`src/hw/rtl/hvt_pkg.sv`:
```
`default_nettype none

package hvt_pkg;

    typedef logic [2:0] req_t;

    localparam req_t REQ_POLL     = 3'd0;
    localparam req_t REQ_CTRL_WR  = 3'd1;
    localparam req_t REQ_NMI_READ = 3'd2;
    localparam req_t REQ_IRQ_READ = 3'd3;
    localparam req_t REQ_NMI_TEST = 3'd4;
    localparam req_t REQ_IRQ_TEST = 3'd5;

    localparam int CTRL_HEN_BIT   = 4;
    localparam int CTRL_VEN_BIT   = 5;
    localparam int CTRL_NMIEN_BIT = 7;

    localparam logic [10:0] IRQ_DELAY = 11'd10;
    localparam logic [10:0] NMI_DELAY = 11'd2;

    localparam logic [8:0] MATCH_RESET = 9'h1FF;

    localparam logic ADDR_H_MATCH = 1'b0;
    localparam logic ADDR_V_MATCH = 1'b1;

    typedef struct packed {
        logic [7:0]  write_data;
        logic [10:0] line_period;
        logic [8:0]  vblank_line;
        logic [8:0]  v_count;
        logic [10:0] h_count;
    } in_fields_t;

endpackage

`default_nettype wire

```
`src/hw/rtl/hv_timer_nmi_irq_controller_unit.sv`:
```
`default_nettype none

// Channel   Dir  Handshake                    Payload
// s_axis    in   s_axis_tvalid/s_axis_tready  tuser req_type, tdata beam/control fields
// m_axis    out  m_axis_tvalid/m_axis_tready  tdata result_flag, nmi_flag, irq_flag
// apb       in   psel/penable/pwrite/pready   h_match_raw @0x0, v_match @0x4
//
// One beat per cycle while the result is not held: state updates at the accepting
// edge, and the result beat is registered and shows up in the cycle after.
// A new beat is taken while the result register is empty or being drained.
// aresetn is synchronous: clears all flags, match registers return to 0x1FF.
// A stalled result holds; the input side stalls only while it is held.

module hv_timer_nmi_irq_controller_unit (
    input  wire logic        aclk,
    input  wire logic        aresetn,
    input  wire logic        s_axis_tvalid,
    output logic             s_axis_tready,
    input  wire logic [55:0] s_axis_tdata,  // h_count, v_count, vblank_line,
                                            // line_period, write_data, irq_unmasked
    input  wire logic [2:0]  s_axis_tuser,  // req_type
    output logic             m_axis_tvalid,
    input  wire logic        m_axis_tready,
    output logic [7:0]       m_axis_tdata,  // result_flag, nmi_flag, irq_flag
    input  wire logic        psel,
    input  wire logic        penable,
    input  wire logic        pwrite,
    input  wire logic [2:0]  paddr,
    input  wire logic [31:0] pwdata,
    output logic [31:0]      prdata,
    output logic             pready
);

    logic [8:0] h_match_raw_reg;
    logic [8:0] v_match_reg;

    logic nmi_enabled_reg, nmi_line_reg, nmi_cond_reg, nmi_hold_reg, nmi_pending_reg;
    logic h_irq_enabled_reg, v_irq_enabled_reg;
    logic irq_line_reg, irq_cond_reg, irq_hold_reg, irq_pending_reg;

    logic nmi_enabled_next, nmi_line_next, nmi_cond_next, nmi_hold_next, nmi_pending_next;
    logic h_irq_enabled_next, v_irq_enabled_next;
    logic irq_line_next, irq_cond_next, irq_hold_next, irq_pending_next;

    logic       out_valid_reg;
    logic [2:0] out_data_reg;
    logic       result_next;

    logic             in_accept;
    hvt_pkg::req_t    req;
    hvt_pkg::in_fields_t fld;
    logic             irq_unmasked;

    logic [8:0]  nmi_vd;
    logic        nmi_now;
    logic        irq_en;
    logic [11:0] h_sum;
    logic [11:0] irq_hd;
    logic        irq_h_oor;
    logic [8:0]  irq_vd;
    logic [11:0] h_target;
    logic        irq_active;
    logic        wr_hen, wr_ven, wr_en_any;
    logic        cfg_write;

    assign req          = s_axis_tuser;
    assign fld          = s_axis_tdata[47:0];
    assign irq_unmasked = s_axis_tdata[48];

    assign s_axis_tready = !out_valid_reg || m_axis_tready;
    assign in_accept     = s_axis_tvalid && s_axis_tready;

    assign m_axis_tvalid = out_valid_reg;
    assign m_axis_tdata  = {5'd0, out_data_reg};

    assign pready    = 1'b1;
    assign cfg_write = psel && penable && pwrite && pready;

    always_comb begin
        prdata = 32'd0;
        case (paddr[2])
            hvt_pkg::ADDR_H_MATCH: prdata = {23'd0, h_match_raw_reg};
            hvt_pkg::ADDR_V_MATCH: prdata = {23'd0, v_match_reg};
            default:               prdata = 32'd0;
        endcase
    end

    // beam position comparisons
    always_comb begin
        nmi_vd = (fld.h_count >= hvt_pkg::NMI_DELAY) ? fld.v_count :
                 ((fld.v_count != 9'd0) ? fld.v_count - 9'd1 : 9'd0);
        nmi_now = nmi_vd >= fld.vblank_line;

        irq_en   = h_irq_enabled_reg || v_irq_enabled_reg;
        h_sum    = {1'b0, fld.h_count} + {1'b0, fld.line_period};
        h_target = {({1'b0, h_match_raw_reg} + 10'd1), 2'b00};
        irq_h_oor = 1'b0;
        if (fld.h_count >= hvt_pkg::IRQ_DELAY) begin
            irq_hd = {1'b0, fld.h_count - hvt_pkg::IRQ_DELAY};
            irq_vd = fld.v_count;
        end else begin
            irq_h_oor = h_sum < {1'b0, hvt_pkg::IRQ_DELAY};
            irq_hd    = h_sum - {1'b0, hvt_pkg::IRQ_DELAY};
            irq_vd    = (fld.v_count != 9'd0) ? fld.v_count - 9'd1 : 9'd0;
        end
        irq_active = irq_en
            && (!v_irq_enabled_reg || irq_vd == v_match_reg)
            && (!h_irq_enabled_reg || (!irq_h_oor && irq_hd == h_target))
            && (irq_vd != 9'd0 || irq_h_oor || irq_hd != 12'd0);
    end

    assign wr_hen    = fld.write_data[hvt_pkg::CTRL_HEN_BIT];
    assign wr_ven    = fld.write_data[hvt_pkg::CTRL_VEN_BIT];
    assign wr_en_any = wr_hen || wr_ven;

    always_comb begin
        nmi_enabled_next   = nmi_enabled_reg;
        nmi_line_next      = nmi_line_reg;
        nmi_cond_next      = nmi_cond_reg;
        nmi_hold_next      = nmi_hold_reg;
        nmi_pending_next   = nmi_pending_reg;
        h_irq_enabled_next = h_irq_enabled_reg;
        v_irq_enabled_next = v_irq_enabled_reg;
        irq_line_next      = irq_line_reg;
        irq_cond_next      = irq_cond_reg;
        irq_hold_next      = irq_hold_reg;
        irq_pending_next   = irq_pending_reg;
        result_next        = 1'b0;

        case (req)
            hvt_pkg::REQ_POLL: begin
                if (nmi_hold_reg) begin
                    nmi_hold_next = 1'b0;
                    if (nmi_enabled_reg) begin
                        nmi_pending_next = 1'b1;
                    end
                end
                if (nmi_now != nmi_cond_reg) begin
                    nmi_cond_next = nmi_now;
                    nmi_line_next = nmi_now;
                    if (nmi_now) begin
                        nmi_hold_next = 1'b1;
                    end
                end

                irq_hold_next = 1'b0;
                if (irq_line_reg && irq_en) begin
                    irq_pending_next = 1'b1;
                end
                if (irq_active && !irq_cond_reg) begin
                    irq_cond_next = 1'b1;
                    irq_line_next = 1'b1;
                    irq_hold_next = 1'b1;
                end
                if (!irq_active && irq_cond_reg) begin
                    irq_cond_next = 1'b0;
                end
            end
            hvt_pkg::REQ_CTRL_WR: begin
                h_irq_enabled_next = wr_hen;
                v_irq_enabled_next = wr_ven;
                nmi_enabled_next   = fld.write_data[hvt_pkg::CTRL_NMIEN_BIT];
                if (!nmi_enabled_reg && nmi_enabled_next && nmi_line_reg) begin
                    nmi_pending_next = 1'b1;
                end
                if (wr_ven && !wr_hen && irq_line_reg) begin
                    irq_pending_next = 1'b1;
                end else if (!wr_en_any) begin
                    irq_line_next    = 1'b0;
                    irq_pending_next = 1'b0;
                end
            end
            hvt_pkg::REQ_NMI_READ: begin
                result_next = nmi_line_reg;
                if (!nmi_hold_reg) begin
                    nmi_line_next = 1'b0;
                end
            end
            hvt_pkg::REQ_IRQ_READ: begin
                result_next = irq_line_reg;
                if (!irq_hold_reg) begin
                    irq_line_next    = 1'b0;
                    irq_pending_next = 1'b0;
                end
            end
            hvt_pkg::REQ_NMI_TEST: begin
                result_next      = nmi_pending_reg;
                nmi_pending_next = 1'b0;
            end
            hvt_pkg::REQ_IRQ_TEST: begin
                if (irq_pending_reg) begin
                    irq_pending_next = 1'b0;
                    result_next      = irq_unmasked;
                end
            end
            default: begin
            end
        endcase
    end

    always_ff @(posedge aclk) begin
        if (!aresetn) begin
            h_match_raw_reg <= hvt_pkg::MATCH_RESET;
            v_match_reg     <= hvt_pkg::MATCH_RESET;
        end else if (cfg_write) begin
            case (paddr[2])
                hvt_pkg::ADDR_H_MATCH: h_match_raw_reg <= pwdata[8:0];
                hvt_pkg::ADDR_V_MATCH: v_match_reg     <= pwdata[8:0];
                default: begin
                end
            endcase
        end
    end

    always_ff @(posedge aclk) begin
        if (!aresetn) begin
            nmi_enabled_reg   <= 1'b0;
            nmi_line_reg      <= 1'b0;
            nmi_cond_reg      <= 1'b0;
            nmi_hold_reg      <= 1'b0;
            nmi_pending_reg   <= 1'b0;
            h_irq_enabled_reg <= 1'b0;
            v_irq_enabled_reg <= 1'b0;
            irq_line_reg      <= 1'b0;
            irq_cond_reg      <= 1'b0;
            irq_hold_reg      <= 1'b0;
            irq_pending_reg   <= 1'b0;
        end else if (in_accept) begin
            nmi_enabled_reg   <= nmi_enabled_next;
            nmi_line_reg      <= nmi_line_next;
            nmi_cond_reg      <= nmi_cond_next;
            nmi_hold_reg      <= nmi_hold_next;
            nmi_pending_reg   <= nmi_pending_next;
            h_irq_enabled_reg <= h_irq_enabled_next;
            v_irq_enabled_reg <= v_irq_enabled_next;
            irq_line_reg      <= irq_line_next;
            irq_cond_reg      <= irq_cond_next;
            irq_hold_reg      <= irq_hold_next;
            irq_pending_reg   <= irq_pending_next;
        end
    end

    always_ff @(posedge aclk) begin
        if (!aresetn) begin
            out_valid_reg <= 1'b0;
        end else if (in_accept) begin
            out_valid_reg <= 1'b1;
        end else if (m_axis_tready) begin
            out_valid_reg <= 1'b0;
        end
    end

    always_ff @(posedge aclk) begin
        if (in_accept) begin
            out_data_reg <= {irq_line_next, nmi_line_next, result_next};
        end
    end

`ifndef NO_ASSERTIONS
    a_accept_gives_beat: assert property (@(posedge aclk) disable iff (!aresetn)
        in_accept |=> m_axis_tvalid)
        else $error("accepted beat produced no result");

    a_irq_off_clears_line: assert property (@(posedge aclk) disable iff (!aresetn)
        (in_accept && req == hvt_pkg::REQ_CTRL_WR && !wr_hen && !wr_ven)
        |=> (!irq_line_reg && !irq_pending_reg && !m_axis_tdata[2]))
        else $error("IRQ line survived disabling write");

    a_nmi_hold_state: assert property (@(posedge aclk) disable iff (!aresetn)
        nmi_hold_reg |-> (nmi_line_reg && nmi_cond_reg))
        else $error("NMI hold without active line");

    a_irq_hold_state: assert property (@(posedge aclk) disable iff (!aresetn)
        irq_hold_reg |-> irq_cond_reg)
        else $error("IRQ hold without active condition");
`endif

endmodule

`default_nettype wire

```
`config.mk`:
```
export PLATFORM = sky130hd
export DESIGN_NAME = hv_timer_nmi_irq_controller_unit
export DESIGN_NICKNAME = d
export VERILOG_FILES = /design/src/hw/rtl/hvt_pkg.sv /design/src/hw/rtl/hv_timer_nmi_irq_controller_unit.sv
export SDC_FILE = /design/constraint.sdc
export NUM_CORES = 1
export LEC_CHECK = 0
export BUFFER_PORTS_ARGS = -buffer_cell sky130_fd_sc_hd__buf_2
export CAP_MARGIN = 20
export CELL_PAD_IN_SITES_DETAIL_PLACEMENT = 0
export CELL_PAD_IN_SITES_GLOBAL_PLACEMENT = 2
export CORE_UTILIZATION = 27
export DETAILED_ROUTE_END_ITERATION = 6
export GPL_TIMING_DRIVEN = 0
export PLACE_DENSITY_LB_ADDON = 0.12
export RECOVER_POWER = 25
export SLEW_MARGIN = 5
export SYNTH_ARGS = -nofsm -noshare
export SYNTH_HDL_FRONTEND = slang
export SYNTH_SLANG_ARGS = --single-unit
```
`constraint.sdc`:
```
create_clock -name aclk -period 4.75 [get_ports aclk]
set_input_delay 0.475 -clock aclk [delete_from_list [all_inputs] [get_ports aclk]]
set_output_delay 0.475 -clock aclk [all_outputs]
set_load 0.01 [all_outputs]
```
======== Word level (Yosys, flattened, before mapping) ========
Cells that the tools add are included.
cells by class
  muxes and demuxes ....................... 32
  add/sub/neg operators ................... 5
  equal/unequal tests ..................... 14
  order comparisons ....................... 4
  reductions and logical operators ........ 45
  bitwise operators ....................... 1
operators with widths
  operator               count
  $pmux 32 s2            1
  $mux 9                 3
  $mux 1                 22
  $reduce_bool 9->1      2
  $logic_and 1x1->1      14
  $add 11x11->12         1
  $eq 12x12->1           1
  $lt 12x4->1 const B    1
  $mux 12                1
  $reduce_bool 12->1     1
  $sub 12x4->12 const B  1
  $ge 11x2->1 const B    1
  $ge 11x4->1 const B    1
  $sub 11x4->11 const B  1
  $add 9x1->10 const B   1
  $ne 2x2->1 const B     5
  $reduce_and 5->1       2
  $eq 9x9->1             1
  $ge 9x9->1             1
  $sub 9x1->9 const B    1
  $logic_not 1->1        8
  $pmux 1 s4             2
  $reduce_and 2->1       4
  $logic_or 1x1->1       7
  other kinds (13)       18
word-level totals
  word-level logic and storage cells ...... 116
  output and inout port bits .............. 43
  register bits after elaboration ......... 33
  input port bits ......................... 101

======== Depth between registers and ports, before layout ========
Gate-level depths: netlist of the first run.
  word-level depth ........................ 12
  gate-level depth with buffers ........... 24
  mapped depth without buffers ............ 24

======== Worst setup path before layout of the first run ========
Ideal clock, no wire load.
  path type ............................... input-to-reg
  start point ............................. input s_axis_tdata[0]
  end point ............................... register irq_cond_reg
  stages .................................. 17
  required time ........................... 4634 ps
  path buffers ............................ 0
  setup time .............................. 116 ps
  data arrival time ....................... 4218 ps
  setup slack ............................. 416 ps
  cells stage by stage .................... ha_1 > fa_1 > and3_1 > nor2_2 > xnor2_1 > o32ai_2 > nand3_1 > or4_1 > a31oi_1 > xor2_1 > mux2i_1 > o41ai_2 > and3_1 > ha_1 > nor2_1 > nand2_1 > o211a_1
between the ends
  longest elaborated chain between the ends .. 12
  elaborated cells on any way between the ends .. 27
  those cells by class .................... add/sub: 3; order compare: 2; eq/ne: 2; mux: 4; reduce/logical: 16
ends and longest elaborated chain
  item                                                    RTL line                                                                          source
  start: declaration                                      hv_timer_nmi_irq_controller_unit.sv:19                                            input wire logic [55:0] s_axis_tdata,
  $add 11x11->12                                          hv_timer_nmi_irq_controller_unit.sv:95                                            h_sum = {1'b0, fld.h_count} + {1'b0, fld.line_period};
  $sub 12x4->12 / $lt 12x4->1 (equally long branches)     hv_timer_nmi_irq_controller_unit.sv:103, hv_timer_nmi_irq_controller_unit.sv:102
  $mux 12 / $mux 1 (equally long branches)                hv_timer_nmi_irq_controller_unit.sv:98                                            if (fld.h_count >= hvt_pkg::IRQ_DELAY) begin
  $eq 12x12->1 / $logic_not 1->1 (equally long branches)  hv_timer_nmi_irq_controller_unit.sv:108                                           && (!h_irq_enabled_reg || (!irq_h_oor && irq_hd == h_target))
  $logic_and 1x1->1                                       hv_timer_nmi_irq_controller_unit.sv:108
  $logic_or 1x1->1                                        hv_timer_nmi_irq_controller_unit.sv:108
  $logic_and 1x1->1                                       hv_timer_nmi_irq_controller_unit.sv:108
  $logic_and 1x1->1 *                                     hv_timer_nmi_irq_controller_unit.sv:109                                           && (irq_vd != 9'd0 || irq_h_oor || irq_hd != 12'd0);
  $logic_not 1->1                                         hv_timer_nmi_irq_controller_unit.sv:155                                           if (!irq_active && irq_cond_reg) begin
  $logic_and 1x1->1                                       hv_timer_nmi_irq_controller_unit.sv:155
  $reduce_bool 2->1 (no line)                             --
  $reduce_and 3->1 (no line)                              --
  end signal: assignment                                  hv_timer_nmi_irq_controller_unit.sv:237                                           irq_cond_reg <= irq_cond_next;
  end: declaration                                        hv_timer_nmi_irq_controller_unit.sv:39                                            logic irq_line_reg, irq_cond_reg, irq_hold_reg, irq_pending_reg;
Every way passes the cells marked *; elsewhere a longest branch is shown, timed or not.
A chain may end at the register's enable or synchronous reset.

======== Final worst setup path of the first run ========
  start point ............................. input s_axis_tdata[4]
  end point ............................... register nmi_line_reg
between the ends
  longest elaborated chain between the ends .. 6
ends and longest elaborated chain
  item                     RTL line                                 source
  $ge 11x2->1 *            hv_timer_nmi_irq_controller_unit.sv:90   nmi_vd = (fld.h_count >= hvt_pkg::NMI_DELAY) ? fld.v_count :
  $mux 9 *                 hv_timer_nmi_irq_controller_unit.sv:90
  $ge 9x9->1 *             hv_timer_nmi_irq_controller_unit.sv:92   nmi_now = nmi_vd >= fld.vblank_line;
  named net nmi_now        hv_timer_nmi_irq_controller_unit.sv:55   logic nmi_now;
  $ne 1x1->1               hv_timer_nmi_irq_controller_unit.sv:138  if (nmi_now != nmi_cond_reg) begin
  $mux 1 *                 hv_timer_nmi_irq_controller_unit.sv:138
  $pmux 1 s2 *             hv_timer_nmi_irq_controller_unit.sv:130  case (req)
  named net nmi_line_next  hv_timer_nmi_irq_controller_unit.sv:41   logic nmi_enabled_next, nmi_line_next, nmi_cond_next, nmi_hold_next, nmi_pending_next;
  end signal: assignment   hv_timer_nmi_irq_controller_unit.sv:230  nmi_line_reg <= nmi_line_next;
  end: declaration         hv_timer_nmi_irq_controller_unit.sv:37   logic nmi_enabled_reg, nmi_line_reg, nmi_cond_reg, nmi_hold_reg, nmi_pending_reg;
Mark *: on every way through the listed nets, which the timed path passes. The rest lies on a longest branch.

==> flow_metrics.py, run 1 <==
metrics = {
    "status": {
        "violations": "design-rule violations",
        "status": "finished with violations",
    },
    "sta": {
        "holdWs_ps": 436,
        "final_hold_viol_count": 0,
        "fmax_mhz": 224,
        "skew_ps": 5.73,
        "slew_headroom_pct": 52.4,
        "period_share_pct": 94.0,
        "drv_slew": 0,
        "setup_viol": 0,
        "final.min_clock_period_ps": 4460,
        "worst_pin_slew_ps": 706,
    },
    "final_layout": {
        "instances_no_fill": 872,
        "drive_gt1_share_pct": 21.5,
        "area_growth_pct": 23.4,
        "post-route-util_pct": 34.5,
        "nets": 817,
        "diodes": 0,
    },
    "pwr": {
        "ir_worst_vdd_uv": 166,
        "leakagePower_nw": 2.23,
        "p_per_area_nw_per_um2": 220,
    },
    "floorplan": {
        "die_x_um": 125,
        "die_h_um": 125,
        "core-area_um2": 14700,
        "io_pins": 144,
        "die-area_um2": 15700,
        "placementRows": 44,
        "initial_utilization_pct": 28.0,
    },
    "logic_synthesis": {
        "synth_cell_types": 73,
        "synth.cell_area_um2": 4110,
        "yosys.cell_count.top_type": "nand2_1",
        "netlist_top_cells_area": "dfxtp_1, ha_1, nand2_1",
        "ys_ff_latch": 33,
        "syn_avg_cell_area_um2": 7.12,
        "synth_edf_count": 3,
        "async_reset_ff_share_pct": 0,
        "yosysSeqAreaShare_pct": 16.8,
        "yosysTopAreaCellShare_pct": 14.6,
        "yosys_most_used_dff": "dfxtp_1",
        "syn_inst": 577,
        "synth.top_cells.by_count": "nand2_1, nor2_1, a21oi_1",
        "synth_top_area_cell": "dfxtp_1",
        "yosysWarnings": 0,
    },
    "setup_path": {
        "critical_path_peak_fanout": 8,
        "cp_data_arrival_time_ps": 4640,
        "critical_path_class": "in2reg",
        "slowest_stage": "or4_4",
        "max_stage_delay_ps": 480,
        "cp.required_ps": 4920,
        "ff2ff_path_depth": 14,
        "reg2reg_slack_ps": 980,
        "crit_chain": "buf_2 > buf_6 > or4_4 > or3_4 > or3_4 > or3_1 > o21ai_2 > ha_1 > a21oi_2 > nor2b_1 > o21ai_0 > nand2b_1 > a21oi_1 > nor2b_1 > o21ai_1 > a211o_1 > inv_1 > ha_4 > nor2b_1 > o21ai_1 > o21ai_1 > o21ba_2",
        "rr_endpoint": "irq_cond_reg",
        "startpoint_type": "primary input",
        "r2r_start": "h_match_raw_reg[0]",
        "critPathCaptureType": "flop",
    },
    "clock_tree": {
        "path_clk_slew_ps": 50,
        "cts_tree": "done",
        "cts_root_buf": "clkbuf_16",
        "numCtsBuffers": 5,
        "htree_levels": 2,
        "clockBufferDepth": 2,
        "insertion_delay_ps": 270,
        "clock_sinks": 33,
    },
    "routing": {
        "drc": 5,
        "wire_per_inst_um": 14.6,
        "vias_per_cell": 4.95,
        "ant_nets": 0,
        "drtPass1Iterations": 6,
        "wl_um": 12700,
        "drtIter0Drc": 132,
        "vias": 4319,
    },
    "global_route": {
        "first_global_vias": 4252,
        "track_usage_pct": 16.5,
        "grt_pass1_wl_um": 21000,
        "antenna_found_initial": 0,
        "grt_start_max_net_pins": 11,
        "grt_overflow_total": 0,
    },
    "place": {
        "portBuffers": 72,
        "dp_hpwl_um": 10500,
        "dp.cells": 861,
        "gp_routability_congestion": 0.813,
    },
    "worst_hold_path": {
        "min_to": "h_match_raw_reg[7]",
        "min_path_cells": 3,
        "min_from": "pwdata[7]",
        "holdCritPathClass": "in2reg",
    },
    "job": {
        "maxCapViolations": 0,
    },
}
==> where the power goes <==
group	switching (W)	total [W]	internal (W)	leakage (nW)
registers	0.0000110	0.000303	0.000292	0.275
clock network	0.000113	0.000359	0.000246	0.0785
logic	0.000267	0.000452	0.000186	1.88
total	0.000391	0.00111	0.000723	2.23
==> layer usage <==
| layer | track usage [%] | vias to the layer above | part of all wire (%) |
|---|---|---|---|
| li1 | - | 2232 | - |
| met1 | 21.7 | 1967 | 49 |
| met2 | 28.6 | 107 | 46 |
| met3 | 1.93 | 13 | 3.9 |
| met4 | 3.73 | 0 | 1.3 |
| met5 | 0 | - | 0 |
==> layout by cell type, fill, tap and decap left out, types with 29 or more instances in the layout <==
cell type | netlist | routed
nand2_1 | 77 | 77
buf_2 | 3 | 70
nor2_1 | 46 | 46
a21oi_1 | 40 | 39
nand3_1 | 39 | 39
buf_4 | 29 | 32
dfxtp_1 | 30 | 30
inv_1 | 29 | 29
conb_1 | 2 | 29
==> cell type report <==
class	instances	area [µm²]
fill	1557	9630
multi-input combinational	495	3200
sequential	33	691
timing repair buffer	76	380
buffer	47	298
tap	184	230
clock buffer	6	129
inverter	29	109
clock inverter	2	33.8
==> stage by stage <==
stage / TNS [ps] / area, µm² / total power, W / setup slack (ps)
after global routing: -22.1 / 5070 / 0.00119 / -22.1
after detailed placement: -2220 / 4810 / 0.000747 / -495
after CTS: 0 / 4990 / 0.00111 / 23.2
final: 0 / 5070 / 0.00111 / 286
after global placement: -2000 / 4800 / 0.000743 / -539
after floorplan: 0 / 4210 / 0.000622 / 416
==> cell families (layout without fill, tap and decap cells) <==
| group | after synthesis | after routing | share of synthesized area, % |
|---|---|---|---|
| adder cells (fa/ha/maj) | 29 | 29 | 9.01 |
| AND/OR/NAND/NOR | 241 | 241 | 28.3 |
| AO/OA/AOI/OAI | 135 | 135 | 21.9 |
| flip-flops | 33 | 33 | 16.8 |
| multiplexers | 21 | 21 | 5.42 |
| other | 2 | 29 | 0.183 |
| XOR/XNOR | 40 | 40 | 8.52 |
| buffers and inverters | 76 | 160 | 9.86 |
==> worst max path at each step <==
stage,endpoint,slack [ps],cells after the start,from
2_1_floorplan,irq_cond_reg,420,17,s_axis_tdata[0]
3_3_place_gp,nmi_line_reg,-540,23,s_axis_tdata[4]
3_5_place_dp,nmi_line_reg,-500,23,s_axis_tdata[4]
4_1_cts,irq_line_reg,20,18,s_axis_tdata[4]
5_1_grt,nmi_line_reg,-20,23,s_axis_tdata[4]
6_report,nmi_line_reg,290,22,s_axis_tdata[4]
==> timing repair <==
item	in CTS	in global routing
setup buffers	0	3
setup endpoints to repair	5	5
pin swaps	0	10
endpoints found under the hold margin	0	0
hold buffers	0	0
resized for setup	3	17
==> critical path, delay by kind of cell <==
kind	cells	cell delay, ps
AND/OR/NAND/NOR	8	2080
adder cells (fa/ha/maj)	2	470
buffers and inverters	3	340
AO/OA/AOI/OAI	9	1250
Power figures use the tool's default switching activity.
==> run 2, diff against run 1 <==
- clock period: 4.75 -> 4.8 ns (I/O delays scaled with it)
==> run 2 against run 1 <==
- the flow still finishes with violations (design-rule violations)
- clock-buffer cell count did not move
- largest power group unchanged
- clock power shrank 1%
- sequential share of layout area about the same
- wire length is essentially flat
- critical endpoint unchanged
- sequential power hardly changed
==> flow_metrics.py, run 2 (synthesized netlist as in run 1, its figures left out) <==
metrics = {
    "final_layout": {
        "diodes": 0,
        "ff_latch_area_um2": 691,
        "final_common_cell": "nand2_1",
        "nFillCells": 1558,
        "multi_input_area_um2": 3190,
        "nets": 817,
        "drive_gt1_share_pct": 21.4,
        "most-common-layout-cells": "nand2_1, buf_2, nor2_1",
        "area_growth_pct": 23.1,
        "final_area_um2": 5060,
        "instances_no_fill": 872,
    },
    "sta": {
        "final_hold_viol_count": 0,
        "period_share_pct": 94.3,
        "slew_headroom_pct": 52.4,
        "holdWs_ps": 441,
        "final.min_clock_period_ps": 4530,
        "setup_viol": 0,
        "fmax_mhz": 221,
        "drv_slew": 0,
        "skew_ps": 5.92,
        "rsz0062_at_grt": "yes",
        "worst_pin_slew_ps": 706,
    },
    "setup_path": {
        "reg2reg_slack_ps": 1030,
        "slowest_stage": "or4_4",
        "critPathCaptureType": "flop",
        "max_stage_delay_ps": 480,
        "cp_data_arrival_time_ps": 4700,
        "critical_path.top_delay_family": "simple AND/OR/NAND/NOR gates",
        "path_buf_inv": 3,
        "critical_path_peak_fanout": 8,
        "crit_chain": "buf_2 > buf_6 > or4_4 > or3_4 > or3_4 > or3_1 > o21ai_2 > ha_1 > a21oi_2 > nor2b_1 > o21ai_0 > nand2b_1 > a21oi_1 > nor2b_1 > o21ai_1 > a211o_1 > inv_1 > ha_1 > nor2b_1 > o21ai_1 > o21ai_1 > o21ba_2",
        "startpoint_type": "primary input",
        "critical_path_class": "in2reg",
        "cp.required_ps": 4970,
    },
    "routing": {
        "vias": 4322,
        "vias_per_cell": 4.96,
        "drc": 5,
        "drtPass1Iterations": 6,
        "wl_um": 12700,
        "drtIter0Drc": 133,
        "wire_per_inst_um": 14.6,
        "ant_nets": 0,
    },
    "floorplan": {
        "die-area_um2": 15700,
        "placementRows": 44,
        "die_h_um": 125,
        "die_x_um": 125,
        "initial_utilization_pct": 28.0,
        "core-area_um2": 14700,
        "io_pins": 144,
    },
    "clock_tree": {
        "cts_root_buf": "clkbuf_16",
        "clock_sinks": 33,
        "clockBufferDepth": 2,
        "insertion_delay_ps": 270,
        "cts_hold_buf": 0,
        "numCtsBuffers": 5,
        "path_clk_slew_ps": 50,
        "cts_tree": "done",
        "htree_levels": 2,
    },
    "status": {
        "violations": "design-rule violations",
        "status": "finished with violations",
    },
    "global_route": {
        "antenna_found_initial": 0,
        "grt_overflow_total": 0,
        "track_usage_pct": 16.5,
        "grt_start_max_net_pins": 11,
        "grt_pass1_wl_um": 21000,
        "first_global_vias": 4252,
    },
    "place": {
        "portBuffers": 72,
        "gp_routability_congestion": 0.813,
        "dp.cells": 861,
        "place_area_um2": 4810,
        "dp_hpwl_um": 10500,
    },
    "pwr": {
        "total_power_w": 0.00110,
        "leakagePower_nw": 2.23,
        "ir_worst_vdd_uv": 164,
        "p_per_area_nw_per_um2": 217,
    },
    "worst_hold_path": {
        "holdCritPathClass": "in2reg",
    },
    "job": {
        "maxCapViolations": 0,
    },
}
run 2: worst min-delay path, cell delays in order:
cell and delay, ps:
buf_2 90, nand2_1 40, nand3_1 70
run 2: final timing paths:
path                       from                  to  cells past startpoint
min reg2reg     irq_pending_reg     irq_pending_reg                      2
min                   pwdata[7]  h_match_raw_reg[7]                      3
max             s_axis_tdata[4]        nmi_line_reg                     22
max reg2reg  h_match_raw_reg[0]        irq_cond_reg                     14
run 2: what timing repair did:
| action | CTS | global route |
|---|---|---|
| resized for setup | 3 | 16 |
| setup endpoints to repair | 4 | 5 |
| buffers inserted | 0 | 3 |
| gates cloned | 0 | 0 |
| pin swaps | 0 | 8 |
run 2: area by class of cell:
cell class              count  share of cell area, %
multi-input cells         495                   63.0
flip-flops and latches     33                   13.7
repair buffers             76                   7.52
plain buffers              47                   5.89
well taps                 184                   4.55
clock buffers               6                   2.55
inverters                  29                   2.15
clock inverters             2                  0.668
run 2: stage by stage:
step / worst slack [ps] / util, % / setup TNS, ps
6_report: 275 / 34.4 / 0
5_1_grt: -43.6 / 34.4 / -43.6
4_1_cts: 68.2 / 34.0 / 0
3_5_place_dp: -450 / 32.7 / -1900
3_3_place_gp: -494 / 32.7 / -1720
2_1_floorplan: 461 / - / 0
run 2: layer usage:
metal | up-vias | track usage [%] | routed length, µm
li1 | 2234 | - | -
met1 | 1972 | 21.7 | 6280
met2 | 103 | 28.6 | 5810
met3 | 13 | 1.93 | 476
met4 | 0 | 3.73 | 165
met5 | - | 0 | 0
run 2: power by group:
| part | internal, W | switching [W] | leakage (nW) |
|---|---|---|---|
| clock | 0.000243 | 0.000112 | 0.0785 |
| sequential | 0.000289 | 0.0000110 | 0.275 |
| combinational | 0.000182 | 0.000263 | 1.87 |
==> run 3, diff against run 2 <==
- CELL_PAD_IN_SITES_DETAIL_PLACEMENT: 0 -> default
- CELL_PAD_IN_SITES_GLOBAL_PLACEMENT: 2 -> default
- CORE_UTILIZATION: 27 -> 52
- GPL_TIMING_DRIVEN: 0 -> 1
==> run 3 against run 2 <==
- the flow now finishes without violations
- power down 15%
- critical path depth down 1
- register-to-register slack better by 30 ps
- design area down 8.1%
- critical endpoint unchanged
- largest power group unchanged
- highest routed layer unchanged
==> flow_metrics.py, run 3 (synthesized netlist as in run 1, its figures left out) <==
metrics = {
    "status": {
        "status": "complete, no violations",
    },
    "job": {
        "maxCapViolations": 0,
    },
    "floorplan": {
        "placementRows": 32,
        "die_x_um": 90.9,
        "initial_utilization_pct": 53.5,
        "core-area_um2": 7690,
        "die-area_um2": 8260,
        "die_h_um": 90.9,
        "io_pins": 144,
    },
    "sta": {
        "final.min_clock_period_ps": 4500,
        "period_share_pct": 93.7,
        "skew_ps": 7.89,
        "worst_pin_slew_ps": 1190,
        "holdWs_ps": 406,
        "fmax_mhz": 222,
        "slew_headroom_pct": 20.4,
        "final_hold_viol_count": 0,
        "setup_viol": 0,
        "drv_slew": 0,
    },
    "routing": {
        "ant_nets": 0,
        "wire_per_inst_um": 13.8,
        "drtPass1Iterations": 5,
        "vias_per_cell": 5.64,
        "drc": 0,
        "vias": 4300,
        "drtIter0Drc": 211,
        "wl_um": 10500,
    },
    "final_layout": {
        "nFillCells": 738,
        "final_common_cell": "nand2_1",
        "most-common-layout-cells": "nand2_1, buf_2, nor2_1",
        "nets": 789,
        "post-route-util_pct": 60.5,
        "area_growth_pct": 13.1,
        "final_area_um2": 4650,
        "ff_latch_area_um2": 691,
        "diodes": 0,
        "instances_no_fill": 762,
        "drive_gt1_share_pct": 19.4,
        "multi_input_area_um2": 3120,
    },
    "clock_tree": {
        "numCtsBuffers": 5,
        "clockBufferDepth": 2,
        "cts_root_buf": "clkbuf_8",
        "insertion_delay_ps": 290,
        "cts_tree": "done",
        "clock_sinks": 33,
        "path_clk_slew_ps": 80,
        "htree_levels": 2,
    },
    "pwr": {
        "p_per_area_nw_per_um2": 201,
        "ir_worst_vdd_uv": 215,
        "leakagePower_nw": 2.07,
        "total_power_w": 0.000933,
    },
    "global_route": {
        "grt_start_max_net_pins": 31,
        "track_usage_pct": 25.8,
        "grt_pass1_wl_um": 17700,
        "grt_overflow_total": 0,
        "first_global_vias": 3944,
        "antenna_found_initial": 0,
    },
    "worst_hold_path": {
        "holdCritPathClass": "in2reg",
    },
    "setup_path": {
        "critPathCaptureType": "flop",
        "critical_path_peak_fanout": 3,
        "cp.required_ps": 4990,
        "critical_path_class": "in2reg",
        "cp_data_arrival_time_ps": 4690,
        "startpoint_type": "primary input",
    },
    "place": {
        "dp.cells": 753,
        "place_area_um2": 4560,
        "gp_routability_congestion": 0.907,
        "dp_hpwl_um": 8360,
        "portBuffers": 77,
    },
}
[run 3: cell count changes in the layout (fill, tap and decap cells not counted), moves of 2 or more]
cell       before  now
buf_4          32   18
clkbuf_1       19    5
clkbuf_16       5    0
clkbuf_8        0    5
o21ai_0        27   32
o21ai_1         5    1
buf_2          70   72
clkinv_2        0    2
nor3_1         17   19
nor3_4          2    0
[run 3: worst max-delay path: stages]
cell and delay (ps):
buf_2 140, or4_4 540, or3_4 360, or3_1 360
or3_1 360, o21ai_0 90, ha_1 250, a21oi_1 150
nor2b_1 60, o21ai_0 140, nand2b_1 100, a21oi_1 180
nor2b_1 60, o21ai_0 180, a211o_1 230, inv_1 60
ha_1 300, nor2b_1 130, o21ai_0 150, o21ai_0 150
o21ba_2 230
[run 3: per-layer routing]
layer	wire, µm	vias to the layer above	GRT usage [%]
met2	4920	149	44.3
met4	195	0	8.20
met5	0	-	0
li1	-	2171	-
met1	4870	1964	33.9
met3	545	16	2.44
[run 3: final timing paths]
kind         slack, ps               start  cells past startpoint            endpoint
max                300     s_axis_tdata[7]                     21        nmi_line_reg
min                410           pwdata[7]                      3  h_match_raw_reg[7]
max reg2reg       1060  h_match_raw_reg[0]                     15        irq_line_reg
min reg2reg        510        nmi_cond_reg                      1        nmi_cond_reg
[run 3: through the flow]
stage,TNS [ps],worst slack [ps]
after floorplan,0,461
after global placement,0,133
after detailed placement,0,13.6
after CTS,0,318
after global routing,-6.22,-6.22
final,0,302
[run 3: what timing repair did]
action                                  in CTS  in global routing
buffers inserted                             0                  1
hold endpoints to repair                     0                  0
hold buffers                                 0                  0
gates resized for setup                      0                  1
endpoints found under the setup margin       0                  2
[run 3: power by group]
| group | leakage [nW] | switching, W | total, W | internal [W] |
|---|---|---|---|---|
| Sequential | 0.275 | 0.0000104 | 0.000298 | 0.000288 |
| Combinational | 1.75 | 0.000246 | 0.000424 | 0.000177 |
| Clock | 0.0439 | 0.000111 | 0.000211 | 0.000100 |
[run 3: cell type report]
class | instances | share of cell area [%]
Inverter | 29 | 2.34
Clock buffer | 5 | 1.48
Sequential cell | 33 | 14.9
Clock inverter | 3 | 0.377
Timing Repair Buffer | 95 | 11.1
Tap cell | 102 | 2.75
Multi-Input combinational cell | 495 | 67.1
